$ cat src/hw/rtl/ilp_pkg.sv
package ilp_pkg;

	localparam int unsigned CharW  = 8;
	localparam int unsigned ValueW = 64;
	localparam int unsigned DigitW = 4;
	localparam int unsigned RadixW = 5;

	// Characters with a meaning to the parser
	localparam logic [CharW-1:0] CharNul   = 8'h00;
	localparam logic [CharW-1:0] CharZero  = 8'h30;
	localparam logic [CharW-1:0] CharMinus = 8'h2D;
	localparam logic [CharW-1:0] CharUnder = 8'h5F;
	localparam logic [CharW-1:0] CharX     = 8'h78;
	localparam logic [CharW-1:0] CharD     = 8'h64;
	localparam logic [CharW-1:0] CharC     = 8'h63;
	localparam logic [CharW-1:0] CharB     = 8'h62;
	localparam logic [CharW-1:0] CharUpperA = 8'h41;
	localparam logic [CharW-1:0] CharLowerA = 8'h61;

	typedef enum logic [8:0] {
		MODE_START = 9'b000000001,
		MODE_ZERO  = 9'b000000010,
		MODE_HEX   = 9'b000000100,
		MODE_DEC_P = 9'b000001000,
		MODE_OCT_P = 9'b000010000,
		MODE_BIN_P = 9'b000100000,
		MODE_OCT_L = 9'b001000000,
		MODE_DEC   = 9'b010000000,
		MODE_HALT  = 9'b100000000
	} mode_t;

	typedef enum logic [1:0] {
		BASE_BIN = 2'd0,
		BASE_OCT = 2'd1,
		BASE_DEC = 2'd2,
		BASE_HEX = 2'd3
	} base_t;

	typedef struct packed {
		logic              ok;
		logic [DigitW-1:0] val;
	} digit_t;

	function automatic logic [RadixW-1:0] radix(input base_t b);
		logic [RadixW-1:0] r;
		case (b)
			BASE_BIN: r = 5'd2;
			BASE_OCT: r = 5'd8;
			BASE_DEC: r = 5'd10;
			BASE_HEX: r = 5'd16;
			default:  r = 5'd16;
		endcase
		return r;
	endfunction

endpackage

$ cat src/hw/rtl/ilp_ch_if.sv
interface ilp_ch_if;
	logic                          valid;
	logic                          ready;
	logic [ilp_pkg::CharW-1:0]     ch;

	modport source (output valid, output ch, input ready);
	modport sink (input valid, input ch, output ready);
endinterface

$ cat src/hw/rtl/ilp_value_if.sv
interface ilp_value_if;
	logic                              valid;
	logic                              ready;
	logic signed [ilp_pkg::ValueW-1:0] value;

	modport source (output valid, output value, input ready);
	modport sink (input valid, input value, output ready);
endinterface

$ cat src/hw/rtl/ilp_digit.sv
// Decode one character as a digit of the selected base.
module ilp_digit (
	input  logic [ilp_pkg::CharW-1:0] ch,
	input  ilp_pkg::base_t            base,
	output ilp_pkg::digit_t           dig
);

	logic [ilp_pkg::CharW-1:0] raw;
	logic                      is_digit;

	always_comb begin
		raw      = '0;
		is_digit = 1'b1;
		if (ch inside {[8'h30:8'h39]}) begin
			raw = ch - ilp_pkg::CharZero;
		end else if (ch inside {[8'h41:8'h46]}) begin
			raw = ch - ilp_pkg::CharUpperA + 8'd10;
		end else if (ch inside {[8'h61:8'h66]}) begin
			raw = ch - ilp_pkg::CharLowerA + 8'd10;
		end else begin
			is_digit = 1'b0;
		end
		dig.val = raw[ilp_pkg::DigitW-1:0];
		dig.ok  = is_digit && ({1'b0, raw[ilp_pkg::DigitW-1:0]} < ilp_pkg::radix(base));
	end

endmodule

$ cat src/hw/rtl/integer_literal_parser_unit.sv
// Integer literal parser. Feed a string one byte per request on chars; a zero
// byte ends the string and yields one request on result carrying the parsed
// value as a 64-bit two's complement integer that wraps modulo 2^64. Prefixes
// 0x, 0d, 0c and 0b select hex, decimal, octal and binary with underscores
// skipped; a bare leading 0 selects legacy octal without underscore skipping;
// anything else is decimal with an optional leading minus. In hex a non-digit
// counts as a zero digit; in the other bases an invalid character freezes the
// value until the terminating zero. The mode, sign and accumulator registers
// are updated by a single shift-add per byte, so a byte may be accepted on
// every clock while chars ready is high. The result sits in an output register
// loaded on the clock edge that accepts the zero byte. While a result
// is held and result ready is low, chars ready is low for every byte, not only
// for a zero byte; in the cycle the held result is taken, chars ready is high
// again, so back-to-back strings run at full rate when the result side keeps
// ready high.
module integer_literal_parser_unit (
	input  logic         clk,
	input  logic         arst_n,
	ilp_ch_if.sink       chars,
	ilp_value_if.source  result
);

	ilp_pkg::mode_t               mode_q, mode_d;
	logic                         neg_q, neg_d;
	logic [ilp_pkg::ValueW-1:0]   accum_q, accum_d;
	logic [ilp_pkg::ValueW-1:0]   scaled;
	logic                         res_valid_q;
	logic [ilp_pkg::ValueW-1:0]   res_value_q;
	logic                         acc;
	logic                         step;
	ilp_pkg::base_t               base;
	ilp_pkg::digit_t              dig;

	// Accept while the output register is empty or being drained.
	assign chars.ready  = !res_valid_q || result.ready;
	assign acc          = chars.valid && chars.ready;
	assign result.valid = res_valid_q;
	assign result.value = res_value_q;

	ilp_digit u_digit (
		.ch   (chars.ch),
		.base (base),
		.dig  (dig)
	);

	// Shift-add scaling of the accumulator by the current base.
	always_comb begin
		case (base)
			ilp_pkg::BASE_BIN: scaled = accum_q << 1;
			ilp_pkg::BASE_OCT: scaled = accum_q << 3;
			ilp_pkg::BASE_DEC: scaled = (accum_q << 3) + (accum_q << 1);
			ilp_pkg::BASE_HEX: scaled = accum_q << 4;
			default:           scaled = accum_q << 4;
		endcase
	end

	// Next state for one non-terminating byte.
	always_comb begin
		mode_d  = mode_q;
		neg_d   = neg_q;
		accum_d = accum_q;
		step    = 1'b0;
		base    = ilp_pkg::BASE_DEC;
		case (mode_q)
			ilp_pkg::MODE_START: begin
				if (chars.ch == ilp_pkg::CharZero) begin
					mode_d = ilp_pkg::MODE_ZERO;
				end else if (chars.ch == ilp_pkg::CharMinus) begin
					neg_d  = 1'b1;
					mode_d = ilp_pkg::MODE_DEC;
				end else begin
					mode_d = ilp_pkg::MODE_DEC;
					step   = 1'b1;
				end
			end
			ilp_pkg::MODE_ZERO: begin
				if (chars.ch == ilp_pkg::CharX) begin
					mode_d = ilp_pkg::MODE_HEX;
				end else if (chars.ch == ilp_pkg::CharD) begin
					mode_d = ilp_pkg::MODE_DEC_P;
				end else if (chars.ch == ilp_pkg::CharC) begin
					mode_d = ilp_pkg::MODE_OCT_P;
				end else if (chars.ch == ilp_pkg::CharB) begin
					mode_d = ilp_pkg::MODE_BIN_P;
				end else begin
					mode_d = ilp_pkg::MODE_OCT_L;
					base   = ilp_pkg::BASE_OCT;
					step   = 1'b1;
				end
			end
			ilp_pkg::MODE_HEX: begin
				base = ilp_pkg::BASE_HEX;
				step = (chars.ch != ilp_pkg::CharUnder);
			end
			ilp_pkg::MODE_DEC_P: begin
				step = (chars.ch != ilp_pkg::CharUnder);
			end
			ilp_pkg::MODE_OCT_P: begin
				base = ilp_pkg::BASE_OCT;
				step = (chars.ch != ilp_pkg::CharUnder);
			end
			ilp_pkg::MODE_BIN_P: begin
				base = ilp_pkg::BASE_BIN;
				step = (chars.ch != ilp_pkg::CharUnder);
			end
			ilp_pkg::MODE_OCT_L: begin
				base = ilp_pkg::BASE_OCT;
				step = 1'b1;
			end
			ilp_pkg::MODE_DEC: begin
				step = 1'b1;
			end
			ilp_pkg::MODE_HALT: begin
				step = 1'b0;
			end
			default: begin
				mode_d = ilp_pkg::MODE_HALT;
			end
		endcase

		// Hex takes a non-digit as zero; the other bases halt on it.
		if (step) begin
			if (dig.ok || base == ilp_pkg::BASE_HEX) begin
				accum_d = scaled + {{(ilp_pkg::ValueW-ilp_pkg::DigitW){1'b0}},
					(dig.ok ? dig.val : {ilp_pkg::DigitW{1'b0}})};
			end else begin
				mode_d = ilp_pkg::MODE_HALT;
			end
		end
	end

	// Parser state: advance on each byte, drop back to start on the terminator.
	always_ff @(posedge clk or negedge arst_n) begin
		if (!arst_n) begin
			mode_q  <= ilp_pkg::MODE_START;
			neg_q   <= 1'b0;
			accum_q <= '0;
		end else if (acc) begin
			if (chars.ch == ilp_pkg::CharNul) begin
				mode_q  <= ilp_pkg::MODE_START;
				neg_q   <= 1'b0;
				accum_q <= '0;
			end else begin
				mode_q  <= mode_d;
				neg_q   <= neg_d;
				accum_q <= accum_d;
			end
		end
	end

	// Output register: load on the terminator, hold until taken.
	always_ff @(posedge clk or negedge arst_n) begin
		if (!arst_n) begin
			res_valid_q <= 1'b0;
		end else if (acc && chars.ch == ilp_pkg::CharNul) begin
			res_valid_q <= 1'b1;
		end else if (result.ready) begin
			res_valid_q <= 1'b0;
		end
	end

	always_ff @(posedge clk) begin
		if (acc && chars.ch == ilp_pkg::CharNul) begin
			res_value_q <= neg_q ? ({ilp_pkg::ValueW{1'b0}} - accum_q) : accum_q;
		end
	end

	a_term_loads: assert property (@(posedge clk) disable iff (!arst_n)
		(acc && chars.ch == ilp_pkg::CharNul) |=> res_valid_q)
		else $error("terminator did not load a result");

	a_term_clears: assert property (@(posedge clk) disable iff (!arst_n)
		(acc && chars.ch == ilp_pkg::CharNul) |=>
		(mode_q == ilp_pkg::MODE_START && accum_q == '0 && !neg_q))
		else $error("parser state not cleared after terminator");

	a_no_spurious: assert property (@(posedge clk) disable iff (!arst_n)
		(acc && chars.ch != ilp_pkg::CharNul) |=>
		(res_valid_q == $past(res_valid_q && !result.ready)))
		else $error("result raised without a terminator");

	a_halt_holds: assert property (@(posedge clk) disable iff (!arst_n)
		(mode_q == ilp_pkg::MODE_HALT && acc && chars.ch != ilp_pkg::CharNul) |=>
		($stable(accum_q) && mode_q == ilp_pkg::MODE_HALT))
		else $error("halted conversion changed the accumulator");

endmodule

$ cat src/flat_wrapper.sv
// flat-port wrapper written by rule: the top's interface ports become plain ports
module integer_literal_parser_unit_flat 
  (clk, arst_n, chars_valid, chars_ch, chars_ready, result_valid, result_value, result_ready);
  ilp_ch_if chars_i ();
  ilp_value_if result_i ();
  input  logic clk;
  input  logic arst_n;
  input wire logic [$bits(chars_i.valid)-1:0] chars_valid;
  input wire logic [$bits(chars_i.ch)-1:0] chars_ch;
  output wire logic [$bits(chars_i.ready)-1:0] chars_ready;
  output wire logic [$bits(result_i.valid)-1:0] result_valid;
  output wire logic [$bits(result_i.value)-1:0] result_value;
  input wire logic [$bits(result_i.ready)-1:0] result_ready;
  assign chars_i.valid = chars_valid;
  assign chars_i.ch = chars_ch;
  assign chars_ready = chars_i.ready;
  assign result_valid = result_i.valid;
  assign result_value = result_i.value;
  assign result_i.ready = result_ready;
  integer_literal_parser_unit u_core (.clk(clk), .arst_n(arst_n), .chars(chars_i), .result(result_i));
endmodule
$ cat config.mk
export PLATFORM = sky130hd
export DESIGN_NAME = integer_literal_parser_unit_flat
export DESIGN_NICKNAME = d
export VERILOG_FILES = /design/src/hw/rtl/ilp_pkg.sv /design/src/hw/rtl/ilp_ch_if.sv /design/src/hw/rtl/ilp_value_if.sv /design/src/hw/rtl/ilp_digit.sv /design/src/hw/rtl/integer_literal_parser_unit.sv /design/src/flat_wrapper.sv
export SDC_FILE = /design/constraint.sdc
export NUM_CORES = 1
export LEC_CHECK = 0
export ABC_AREA = 1
export BUFFER_PORTS_ARGS = -buffer_cell sky130_fd_sc_hd__buf_4
export CAP_MARGIN = 20
export CORE_UTILIZATION = 35
export DETAILED_ROUTE_END_ITERATION = 6
export PLACE_DENSITY = 0.58
export SETUP_SLACK_MARGIN = 0.5
export SLEW_MARGIN = 30
export SYNTH_ARGS = -nofsm -noshare
export SYNTH_HDL_FRONTEND = slang
export SYNTH_HIERARCHICAL = 1
export SYNTH_SLANG_ARGS = --single-unit
$ cat constraint.sdc
create_clock -name clk -period 4.4 [get_ports clk]
set_input_delay 0.88 -clock clk [delete_from_list [all_inputs] [get_ports clk]]
set_output_delay 0.88 -clock clk [all_outputs]
set_load 0.005 [all_outputs]
# Yosys cells after proc, flatten, opt, wreduce, memory -nomap -nowiden
# Cells that the tools add are included.
classes:
  n_addsub: 8
  order_cmp: 7
  eq_ne: 20
  muxes: 40
  reduce_logical: 22
ops:
  columns: ["cell", "count"]
  rows:
  - ["64-bit two-way mux", 4]
  - ["64-bit one-hot mux with 4 select lines", 1]
  - ["64-bit by 4-bit adder with 64-bit output", 1]
  - ["64-bit adder", 1]
  - ["1-bit by 64-bit subtractor with 64-bit output, first input constant", 1]
  - ["9-bit two-way mux", 6]
  - ["8-bit by 7-bit == test with 1-bit output, second input constant", 4]
  - ["9-bit one-hot mux with 3 select lines", 1]
  - ["5-bit one-hot mux with 4 select lines", 1]
  - ["8-bit by 6-bit == test with 1-bit output, second input constant", 2]
  - ["8-bit by 7-bit greater-or-equal comparator with 1-bit output, second input constant", 2]
  - ["8-bit by 7-bit <= comparator with 1-bit output, second input constant", 2]
  - ["4-bit two-way mux", 4]
  - ["1-bit two-way mux", 15]
  - ["4-bit by 1-bit subtractor with 4-bit output, second input constant", 3]
  - ["2-bit nonzero test", 5]
  - ["9-bit by 1-bit == test with 1-bit output, second input constant", 1]
  - ["9-bit by 2-bit == test with 1-bit output, second input constant", 1]
  - ["9-bit by 3-bit == test with 1-bit output, second input constant", 1]
  - ["9-bit by 4-bit == test with 1-bit output, second input constant", 1]
  - ["9-bit by 5-bit == test with 1-bit output, second input constant", 1]
  - ["9-bit by 6-bit == test with 1-bit output, second input constant", 1]
  - ["9-bit by 7-bit == test with 1-bit output, second input constant", 1]
  - ["9-bit by 8-bit == test with 1-bit output, second input constant", 1]
  - ["other kinds (24)", 36]
word_totals:
  ff_bits: 139
  input_bits: 12
  out_inout_bits: 66
  elab_cells: 102

# Depth between registers and ports, before layout
depth:
  depth_word: 15
  mapped_depth: 36
  mapped_depth_nobuf: 34

# By module
# The synthesis kept the hierarchy.
modules_own_cells:
  columns: ["module", "instances", "cells_each", "area_each_um2", "seq_area_each_um2"]
  rows:
  - ["integer_literal_parser_unit", 1, 3049, 17290.3, 3799.9]
  - ["ilp_digit", 1, 56, 350.3, 0.0]

# Least setup slack after synthesis
# Ideal clock, no wire load.
synth_timing:
  kind: "input -> register"
  start: "input chars_ch[7]"
  end: "register u_core.res_value_q, in the netlist u_core/result.value[0] (enable)"
  t_arrival_ns: 4.422
  setup_slack_ns: -0.510
  stages: 7
  cell_sequence: "nor2_1 -> inv_1 -> nor2_1 -> inv_1 -> nor4_1 -> inv_1 -> nor2_1"
synth_between:
  elab_chain_cells: 2
synth_lines:
  columns: ["element", "line_no", "rtl"]
  rows:
  - ["from (decl)", "flat_wrapper.sv:9", "input wire logic [$bits(chars_i.ch)-1:0] chars_ch;"]
  - ["8-bit zero test", "integer_literal_parser_unit.sv:163", "if (acc && chars.ch == ilp_pkg::CharNul) begin"]
  - ["1-bit logical AND", "integer_literal_parser_unit.sv:163", null]
  - ["to (signal assigned)", "integer_literal_parser_unit.sv:164", "res_value_q <= neg_q ? ({ilp_pkg::ValueW{1'b0}} - accum_q) : accum_q;"]
  - ["to (decl)", "integer_literal_parser_unit.sv:28", "logic [ilp_pkg::ValueW-1:0] res_value_q;"]
# Every way passes these cells.
# A chain may end at the register's enable or synchronous reset.

==> flow_metrics.env <==
export IMPL_cts_tree="yes"
export IMPL_syn_num_nets=3190
export IMPL_violations="DRC"
export IMPL_max_slew_margin_pct=51.07
export IMPL_vias=20780
export IMPL_p_leak_nw=11.46
export IMPL_drcViolationCount=7
export IMPL_crit_type="in2reg"
export IMPL_r2r_end="u_core/accum_q[57]$_DFFE_PN0P_"
export IMPL_peakVddDrop_v=0.0001950
export IMPL_grt_ovfl_total=0
export IMPL_place_area_um2=20560
export IMPL_setup_viol=0
export IMPL_via_per_inst=5.111
export IMPL_synth_top_cell_area_share_pct=21.90
export IMPL_synth_mux_area_share_pct=0
export IMPL_critPathMaxStageDelay_ps=250
export IMPL_yosysTopAreaCell="nand2_1"
export IMPL_die_h_um=226.5
export IMPL_first_pass_iters=7
export IMPL_clk_latency_ps=500
export IMPL_place_port_buffers=77
export IMPL_synthCells=3105
export IMPL_cts_sinks=139
export IMPL_clockRootBuffer="clkbuf_16"
export IMPL_grt_max_degree=61
export IMPL_netlist_cell_type_count=55
export IMPL_synth_xor_area_share_pct=3.525
export IMPL_rsz0062_at_grt="yes"
export IMPL_drt_iter0_drc=2072
export IMPL_tightestPinTransition_ps=727.2
export IMPL_synthTopCellsByArea="nand2_1, inv_1, edfxtp_1, dfrtp_1, nor2_1"
export IMPL_coreArea_um2=49360
export IMPL_yosysSeqAreaShare_pct=21.54
export IMPL_die_w_um=226.5
export IMPL_rr_startpoint="u_core/mode_q[5]$_DFFE_PN0P_"
export IMPL_grt_pass1_wl_um=112100
export IMPL_p_per_area_nw_per_um2=257.3
export IMPL_status="finished, violations left"
export IMPL_fin_nets=3474
export IMPL_start_kind="input pin"
export IMPL_initial_utilization_pct=35.74
export IMPL_antennaDiodeCount=0
export IMPL_maxCapViolCount=0
export IMPL_drv_slew=0
export IMPL_grt_pass1_vias=19220
export IMPL_synthAdderAreaFrac_pct=5.263
export IMPL_wl_um=74380
export IMPL_regArea_um2=3802
export IMPL_die_area_um2=51300
export IMPL_layout_min_cycle_time_ps=3818
export IMPL_fin_skew_ps=19.00
export IMPL_rows=81
export IMPL_place_gp_congestion=1.021
export IMPL_p_total_mw=5.651
export IMPL_endpoint_kind="flip-flop"
export IMPL_io_pins=78
export IMPL_detail_route_antenna_nets=0
export IMPL_synth_compound_area_share_pct=9.320
export IMPL_hold_path_class="in2async"
export IMPL_post_route_period_util_pct=86.76
export IMPL_hpwl_um=59720
export IMPL_nFillCells=5320
export IMPL_ys_warnings_count=6
export IMPL_synth_seq_cells=139
export IMPL_max_freq_ghz=0.2619
export IMPL_layout_drive_gt1_share_pct=19.08
export IMPL_htree_num_levels=4
export IMPL_postCtsHoldBufs=0
export IMPL_gr_usage_all_layers_pct=29.34
export IMPL_antenna_found_initial=0
export IMPL_syn_cell_area_um2=17640
export IMPL_critical_path_arrival_ps=4210
export IMPL_crit_slowest_cell="ha_4"
export IMPL_worst_r2r_path_depth=32
export IMPL_worstPathRequired_ps=4790
export IMPL_synth_simple_gate_area_share_pct=46.39
export IMPL_clockBufferDepth=2
export IMPL_crit_fanout=6
export IMPL_final_hold_violation_count=0
export IMPL_design_area_um2=21960
export IMPL_rrSetupSlack_ps=600
export IMPL_synth_top_family_by_area="simple AND/OR/NAND/NOR gates"
export IMPL_multi_input_area_um2=12050
export IMPL_cts_buffers=17
export IMPL_areaGrowthSynthToFinish_pct=24.48
export IMPL_wire_per_inst_um=18.29
export IMPL_cp_common_cell="nand2_2"
export IMPL_clk_pin_slew_ps=80
export IMPL_syn_area_per_cell_um2=5.681
worst max-delay path by stage:
stage / start / end / slack, ps / depth (start not counted)
2_1_floorplan: chars_ch[4] / u_core/accum_q[37]$_DFFE_PN0P_ / 20 / 35
3_3_place_gp: chars_ch[4] / u_core/accum_q[22]$_DFFE_PN0P_ / -110 / 31
3_5_place_dp: chars_ch[4] / u_core/accum_q[56]$_DFFE_PN0P_ / -120 / 33
4_1_cts: chars_ch[0] / u_core/accum_q[49]$_DFFE_PN0P_ / 500 / 35
5_1_grt: chars_ch[2] / u_core/accum_q[57]$_DFFE_PN0P_ / 340 / 35
6_report: chars_ch[2] / u_core/accum_q[57]$_DFFE_PN0P_ / 580 / 34
worst max-delay path: cells and delay by family:
family / cells / cell delay, ps
adders and majority gates: 4 / 870
buffers and inverters: 8 / 440
and+or+nand+nor: 22 / 2020
cell type report:
class	instances	area share, %
Timing Repair Buffer	328	11.63
Tap cell	664	3.783
Inverter	571	9.880
Clock inverter	12	0.5299
Multi-Input combinational cell	2332	54.87
Clock buffer	20	1.988
Sequential cell	139	17.32
flip-flops by register name, indices dropped and copies added (netlist names):
signal	flops
u_core/neg_q	1
u_core/result.value	64
u_core/accum_q	64
u_core/result.valid	1
u_core/mode_q	9
per-stage QoR:
stage	utilization (%)	setup WS, ps	cells	TNS (ps)	hold slack (ps)
finish	44.49	582.4	4066	0	259.5
global route	44.49	336.8	4066	0	268.6
CTS	43.13	501.4	4053	0	528.2
detailed placement	41.66	-116.9	4007	-1957	524.2
global placement	41.66	-111.5	4007	-919.0	523.1
floorplan	-	18.12	3105	0	468.3
power by group:
group / switching [mW] / total (mW) / internal, mW
sequential: 0.0964 / 1.49 / 1.40
clock: 0.686 / 1.47 / 0.782
combinational: 1.75 / 2.69 / 0.939
kinds of logic after synthesis:
kind of cell    after synthesis
simple gates               1891
compound gates              297
buf+inv                     634
fa+ha+maj                    73
xor+xnor                     71
flops                       139
per-layer routing:
| metal | wire [µm] | vias to the layer above | global-route usage [%] |
|---|---|---|---|
| met4 | 2729 | 0 | 10.96 |
| met2 | 32630 | 859 | 45.49 |
| met3 | 6983 | 154 | 6.103 |
| li1 | - | 10270 | - |
| met1 | 32040 | 9495 | 39.81 |
| met5 | 0 | - | 0 |
cells in the final DEF (no fill, tap or decap), drive strengths merged, types with 66 or more instances in the layout:
cell	Yosys	layout
o21ai	110	110
ha	71	71
nor2	463	463
nand2	1064	1064
nand3	225	225
inv	569	573
xor2	66	66
buf	27	328
dfrtp	74	74
a21oi	137	137
cells in the mapped netlist, drive strengths merged:
cell type / n
nand2: 1064
nand4: 54
fa: 2
a22oi: 3
nor3: 37
and2: 4
dfrtp: 74
o22ai: 18
o21bai: 11
a21boi: 1
xnor2: 5
o31ai: 2
o21a: 3
ha: 71
buf: 27
and3: 2
a41oi: 1
clkbuf: 36
clkinv: 2
nor2: 463
nor4: 20
xor2: 66
a21oi: 137
edfxtp: 64
o32ai: 1
o311ai: 1
inv: 569
or2: 7
nor3b: 1
a31oi: 7
o21ai: 110
nand3: 225
o211ai: 2
nand3b: 14
dfstp: 1
repair_timing:
action / 4_1_cts / 5_1_grt
gates resized for setup: 15 / 159
buffers inserted: 14 / 12
pin swaps: 18 / 56
endpoints found under the setup margin: 53 / 69
Power figures use the tool's default switching activity.
